--- config.mk ---
export PLATFORM = sky130hd
export DESIGN_NAME = spot_dist_cmp
export DESIGN_NICKNAME = d
export VERILOG_FILES = /design/src/rtl/spot_pkg.sv /design/src/rtl/spot_dist_cmp.sv
export SDC_FILE = /design/constraint.sdc
export NUM_CORES = 2
export LEC_CHECK = 0
export BUFFER_PORTS_ARGS = -buffer_cell sky130_fd_sc_hd__buf_4
export CORE_ASPECT_RATIO = 0.8
export CORE_UTILIZATION = 61
export CTS_CLUSTER_SIZE = 14
export DETAILED_ROUTE_END_ITERATION = 12
export GPL_ROUTABILITY_DRIVEN = 0
export GPL_TIMING_DRIVEN = 0
export PLACE_DENSITY = 0.91
export RECOVER_POWER = 50
export SLEW_MARGIN = 30
export SYNTH_ARGS = -nofsm -noshare
export SYNTH_HDL_FRONTEND = slang
export SYNTH_SLANG_ARGS = --single-unit
--- constraint.sdc ---
create_clock -name i_clk -period 8.3 [get_ports i_clk]
set_clock_uncertainty 0.15 [all_clocks]
set_input_delay 1.66 -clock i_clk [delete_from_list [all_inputs] [get_ports i_clk]]
set_output_delay 1.66 -clock i_clk [all_outputs]
set_load 0.05 [all_outputs]
--- src/rtl/spot_pkg.sv ---
// shared types and constants for the shape pair overlap test
package spot_pkg;

    // shape kinds as they arrive on the bus
    localparam logic [1:0] KIND_POINT  = 2'd0;
    localparam logic [1:0] KIND_RECT   = 2'd1;
    localparam logic [1:0] KIND_CIRCLE = 2'd2;
    localparam logic [1:0] KIND_NONE   = 2'd3;

    // field widths
    localparam int unsigned POS_W  = 16;
    localparam int unsigned SIZE_W = 15;
    // coordinate differences lie between -98302 and +65535
    localparam int unsigned DIFF_W = 18;
    // product width of two differences
    localparam int unsigned PROD_W = 2 * DIFF_W;
    // a squared difference stays below 2^34
    localparam int unsigned SQ_W   = 35;
    // sum of two squares
    localparam int unsigned SUM_W  = SQ_W + 1;
    // radius or radius sum stays within the size width
    localparam int unsigned RAD_W  = SIZE_W;
    localparam int unsigned RSQ_W  = 2 * RAD_W;

    // kind combination after ordering
    typedef enum logic [2:0] {
        PAIR_NONE,
        PAIR_PP,
        PAIR_PR,
        PAIR_RR,
        PAIR_PC,
        PAIR_RC,
        PAIR_CC
    } t_pair;

    typedef struct packed {
        logic [1:0]               kind;
        logic signed [POS_W-1:0]  x;
        logic signed [POS_W-1:0]  y;
        logic [SIZE_W-1:0]        w;
        logic [SIZE_W-1:0]        h;
    } t_shape;

    // differences and bounds result handed to the distance stages
    typedef struct packed {
        t_pair                    code;
        logic                     box_hit;
        logic signed [DIFF_W-1:0] dx0;
        logic signed [DIFF_W-1:0] dx1;
        logic signed [DIFF_W-1:0] dy0;
        logic signed [DIFF_W-1:0] dy1;
        logic [RAD_W-1:0]         rad;
    } t_diff;

    // load enables of the distance stages
    typedef struct packed {
        logic s3;
        logic s4;
    } t_stage_en;

endpackage

--- src/rtl/spot_dist_cmp.sv ---
// squaring stage and distance compare stage of the overlap test
module spot_dist_cmp
    import spot_pkg::*;
(
    input  logic      i_clk,
    input  t_stage_en i_en,
    input  t_diff     i_diff,
    output logic      o_hit
);

    logic signed [PROD_W-1:0] n_p_dx0, n_p_dx1, n_p_dy0, n_p_dy1;
    logic [RSQ_W-1:0]         n_rad_sq;

    logic [SQ_W-1:0]  r_sq_dx0, r_sq_dx1, r_sq_dy0, r_sq_dy1;
    logic [RSQ_W-1:0] r_rad_sq;
    t_pair            r_code;
    logic             r_box_hit;

    logic [SUM_W-1:0] sum00, sum11, sum10, sum01, rad_ext;
    logic             in00, in11, in10, in01;
    logic             n_hit;
    logic             r_hit;

    // squares of the four differences and of the radius
    always_comb begin
        n_p_dx0  = PROD_W'(i_diff.dx0) * PROD_W'(i_diff.dx0);
        n_p_dx1  = PROD_W'(i_diff.dx1) * PROD_W'(i_diff.dx1);
        n_p_dy0  = PROD_W'(i_diff.dy0) * PROD_W'(i_diff.dy0);
        n_p_dy1  = PROD_W'(i_diff.dy1) * PROD_W'(i_diff.dy1);
        n_rad_sq = RSQ_W'(i_diff.rad) * RSQ_W'(i_diff.rad);
    end

    always_ff @(posedge i_clk) begin
        if (i_en.s3) begin
            r_sq_dx0  <= n_p_dx0[SQ_W-1:0];
            r_sq_dx1  <= n_p_dx1[SQ_W-1:0];
            r_sq_dy0  <= n_p_dy0[SQ_W-1:0];
            r_sq_dy1  <= n_p_dy1[SQ_W-1:0];
            r_rad_sq  <= n_rad_sq;
            r_code    <= i_diff.code;
            r_box_hit <= i_diff.box_hit;
        end
    end

    // corner distances against the squared radius
    always_comb begin
        sum00   = SUM_W'(r_sq_dx0) + SUM_W'(r_sq_dy0);
        sum11   = SUM_W'(r_sq_dx1) + SUM_W'(r_sq_dy1);
        sum10   = SUM_W'(r_sq_dx1) + SUM_W'(r_sq_dy0);
        sum01   = SUM_W'(r_sq_dx0) + SUM_W'(r_sq_dy1);
        rad_ext = SUM_W'(r_rad_sq);
        in00    = sum00 < rad_ext;
        in11    = sum11 < rad_ext;
        in10    = sum10 < rad_ext;
        in01    = sum01 < rad_ext;
    end

    // pick the test that belongs to the pair
    always_comb begin
        case (r_code)
            PAIR_PP, PAIR_PR, PAIR_RR: begin
                n_hit = r_box_hit;
            end
            PAIR_PC, PAIR_CC: begin
                n_hit = in00;
            end
            PAIR_RC: begin
                n_hit = in00 | in11 | in10 | in01;
            end
            default: begin
                n_hit = 1'b0;
            end
        endcase
    end

    always_ff @(posedge i_clk) begin
        if (i_en.s4) begin
            r_hit <= n_hit;
        end
    end

    assign o_hit = r_hit;

endmodule

Word level (Yosys, flattened, before mapping)
Index checks and enable logic that the tools add are counted.
W data, S select, Z words.
{"block": "op_classes", "n_addsub": 4, "mul": 5, "div_mod_pow": 0, "magnitude_cmp": 4, "eq_ne": 6, "shifts": 0, "muxes": 1, "bitwise": 3, "n_reduce_logical": 2}
{"cell": "$add A35 B35 Y36", "count": 4}
{"cell": "$lt A36 B30 Y1", "count": 4}
{"cell": "$mul A18 B18 Y35", "count": 4}
{"cell": "$mul A15 B15 Y30", "count": 1}
{"cell": "$eq A3 B3 Y1 const B", "count": 3}
{"cell": "$eq A3 B2 Y1 const B", "count": 2}
{"cell": "$eq A3 B1 Y1 const B", "count": 1}
{"cell": "$or A1 B1 Y1", "count": 3}
{"cell": "$pmux W1 S3", "count": 1}
{"cell": "$reduce_or A3 Y1", "count": 1}
{"cell": "$reduce_or A2 Y1", "count": 1}
{"block": "word_totals", "register_bits": 175, "latch_bits": 0, "ramBits": 0, "mem_bits_ro": 0, "out_inout_bits": 1, "wordCells": 33, "memories": 0}

Longest topological paths before layout
{"block": "depth", "ltp_word": 6, "mapped_depth": 28, "ltp_nobuf": 26}

Worst setup path before layout
No wires, ideal clock.
{"block": "synth_path", "path_type": "input to register", "startpoint": "input i_diff[2] (netlist bit)", "endpoint": "register r_rad_sq[29] (data pin)", "setup_time_ns": 0.260, "arrival_ns": 7.704, "required_ns": 7.890, "slack_ns": 0.186, "path_stages": 23, "path_buffers": 1, "cell_sequence": "clkbuf_1 nand2_1 fa_1 fa_1 inv_1 fa_1 fa_1 fa_1 inv_1 fa_1 inv_1 ha_1 a21o_1 a21o_1 a21o_1 a21o_1 a221o_1 a221oi_2 o31ai_1 or4_1 a31o_1 a21oi_2 xnor2_1"}
{"block": "synth_via", "elab_chain_len": 1}
{"item": "start, declared", "line_no": "spot_dist_cmp.sv:7", "rtl": "input t_diff i_diff,"}
{"item": "$mul A15 B15 Y30", "line_no": "spot_dist_cmp.sv:30", "rtl": "n_rad_sq = RSQ_W'(i_diff.rad) * RSQ_W'(i_diff.rad);"}
{"item": "net n_rad_sq[29]", "line_no": "spot_dist_cmp.sv:12", "rtl": "logic [RSQ_W-1:0] n_rad_sq;"}
{"item": "end signal, assigned", "line_no": "spot_dist_cmp.sv:39", "rtl": "r_rad_sq <= n_rad_sq;"}
{"item": "end, declared", "line_no": "spot_dist_cmp.sv:15", "rtl": "logic [RSQ_W-1:0] r_rad_sq;"}
The timed path passes the listed nets, and every way through them passes these cells.
A chain may end at the register's enable or synchronous reset.

Worst setup path after layout
{"block": "layout_path", "startpoint": "input i_diff[70] (netlist bit)", "endpoint": "register r_sq_dx0[34] (data pin)"}
{"block": "layout_via", "elab_chain_len": 1}
{"item": "$mul A18 B18 Y35", "line_no": "spot_dist_cmp.sv:26", "rtl": "n_p_dx0 = PROD_W'(i_diff.dx0) * PROD_W'(i_diff.dx0);"}
{"item": "net n_p_dx0[34]", "line_no": "spot_dist_cmp.sv:11", "rtl": "logic signed [PROD_W-1:0] n_p_dx0, n_p_dx1, n_p_dy0, n_p_dy1;"}
{"item": "end signal, assigned", "line_no": "spot_dist_cmp.sv:35", "rtl": "r_sq_dx0 <= n_p_dx0[SQ_W-1:0];"}
{"item": "end, declared", "line_no": "spot_dist_cmp.sv:14", "rtl": "logic [SQ_W-1:0] r_sq_dx0, r_sq_dx1, r_sq_dy0, r_sq_dy1;"}
The timed path passes the listed nets, and every way through them passes these cells.

==> impl_metrics.ini <==
[synth]
yosys_register_bits = 170
avgSynthCellArea_um2 = 9.311
synth_warnings = 0
synth_area_leader_cell = fa_1
synth_edf_count = 170
seq_area_frac_synth_pct = 8.284
synth_area_leaders = fa_1 (42%), ha_1 (15%), inv_1 (11%)
synth.top_cell.area_share_pct = 41.94
syn_inst = 6619
synth_area_um2 = 61630
yosysUniqueCellTypes = 76
synth-main-ff-cell = edfxtp_1
synth_nets = 8755
synthArstFlopShare_pct = 0

[critical_path]
r2r_start = r_sq_dy0[3]
path_delay_family = adder cells
worstPathRequired_ns = 8.36
cp_slowest_cell = fa_1
crit_fanout = 10
critical_path.max_stage_delay_ns = 0.57
critPathArrivalTime_ns = 8.30
worstSetupEndpointType = register
criticalPathCategory = in2reg
cp-startpoint = i_diff[70]
cp_num_buf_inv = 8
setup.worst_path.start_class = input port

[run_status]
status = complete, but fails checks
violations = capacitance limit, slew limit

[cells_and_area]
nNetsFinal = 8838
fillers = 6981
mostFrequentLayoutCells = inv_1 (1881), fa_1 (1288), ha_1 (743), nand2_1 (584), nor2_1 (279)
finish.instance_area_um2 = 65090
drive_gt1_share_pct = 4.736
synthToLayoutAreaGrowth_pct = 5.616
fin_cells = 8028
final_common_cell = inv_1

[run]
cap_violations = 2

[floorplan]
rows = 103
start_util_pct = 62.02
die_area_um2 = 102300
coreArea_um2 = 99360
die_y_um = 286.3
io_pins = 95
fp.dieW_um = 357.4

[grt]
antenna_found_initial = 5
grt_pass1_vias = 51524
grt_pass1_wl_um = 257600
grt_max_degree = 97
track_usage_pct = 31.98
grt_overflow = 0

[hold_path]
hold_path_class = reg2reg
min_from = r_box_hit

[detailed_routing]
wl_per_cell_um = 19.70
drt-total-wl_um = 158200
drt-vias-per-instance = 5.808
drt.antenna.violating_nets = 0
vias = 46627
drc = 0
drt_iter0_drc = 4457
drt-pass1-iter-count = 7

[place]
io_buffers = 82
place_area_um2 = 63920
dp.cells = 8014
dpl.hpwl_um = 135800

[clocking]
cts_max_path_buffers = 2
clk_latency_ns = 0.48
clock_sinks = 170
h-tree-depth = 4
cts_tree = done
cts_hold_buffers = 0
clkTransAtPathRegs_ns = 0.07
cts_buffers = 17
cts_root_buffer = clkbuf_16

[sta]
final-setup-viol-count = 0
finalCritPeriodShare_pct = 99.39
slew_headroom_pct = -155.4
holdWs_ns = 0.7140
finalHoldViolations = 0
drv_slew = 172
fin_tns_setup_ns = 0
tightest_slew_ns = 3.832
clock.fmax_mhz = 121.2
timing.final.crit_period_ns = 8.249
## state kept, by name, indices dropped and copies added (netlist names)
register and cells:
o_hit 1, r_sq_dx1 34, r_code 3, r_rad_sq 29
r_box_hit 1, r_sq_dy1 34, r_sq_dy0 34, r_sq_dx0 34
## worst register-to-register path, cell delays in order, from the launching register on
cell and delay [ns]:
edfxtp_1 0.49, ha_1 0.36, a21oi_1 0.34, o21bai_1 0.18, nor4b_1 0.59, or4_1 0.30, a211oi_2 0.13, o21ai_1 0.40
o21ai_0 0.23, a21oi_1 0.23, xnor2_1 0.09, ha_1 0.18, a211oi_1 0.27, o21ai_0 0.13, nor4_1 0.27, o21ai_0 0.15
a311o_1 0.34, nor4_1 0.32, o41ai_1 0.18, a2111oi_0 0.62, a31oi_1 0.27, nand3_1 0.12
## cells in the mapped netlist, types with 22 or more instances
library cell / count
nand2_1: 589
nand4_1: 27
a21o_1: 123
inv_1: 1888
nand2b_1: 35
ha_1: 751
xnor2_1: 230
o21a_1: 36
nand3_1: 47
fa_1: 1291
nor2_1: 282
and2_1: 190
edfxtp_1: 170
o21ai_0: 106
a21oi_1: 217
o21bai_1: 23
nor2b_1: 50
a31oi_1: 22
a211oi_1: 30
nor3_1: 62
xor2_1: 80
clkbuf_1: 130
## final timing paths
kind              slack, ns  cells past startpoint      endpoint
hold / removal         0.71                      3         o_hit
setup reg to reg       1.83                     21         o_hit
setup / recovery       0.05                     26  r_sq_dx0[34]
hold reg to reg        0.71                      3         o_hit
## per-layer routing
| metal | global-route usage, % | up-vias | share of wire [%] |
|---|---|---|---|
| met5 | 0 | - | 0.023 |
| met4 | 13.84 | 6 | 5.3 |
| met3 | 7.529 | 689 | 11 |
| met2 | 52.11 | 2697 | 47 |
| met1 | 40.90 | 22973 | 36 |
| li1 | - | 20262 | - |
## area by class of cell
class                      instances  area (um^2)  share of cell area, %
clock inverter                    14        185.2                 0.2845
buffer                            97        615.6                 0.9458
tap                             1312         1642                  2.522
clock buffer                      17        425.4                 0.6536
multi-input combinational       4422        49220                  75.63
timing repair buffer             105        767.0                  1.178
inverter                        1889         7119                  10.94
sequential                       170         5105                  7.843
antenna                            2        5.005               0.007689
## kinds of logic after synthesis
family	count (synthesis)	share of synthesized area, %
xor+xnor	310	4.406
buf+inv	2027	12.35
fa+ha+maj	2042	57.19
compound gates	685	7.273
simple gates	1371	10.27
mux	14	0.2375
flops	170	8.284
## repair_timing
action	4_1_cts	5_1_grt
gates resized for setup	109	177
setup buffers	2	20
setup endpoints to repair	36	18
pin swaps	3	14
cloned	0	0
## through the flow
| step | utilization (%) | worst slack [ns] |
|---|---|---|
| global route | 65.51 | -0.1240 |
| detailed placement | 64.33 | -1.630 |
| global placement | 64.29 | -1.450 |
| finish | 65.51 | 0.05090 |
| floorplan | - | 0.1857 |
| CTS | 65.07 | -0.004731 |
Power is not shown: default switching activity piles up to over one toggle a cycle in this logic, so the estimate is an artifact.
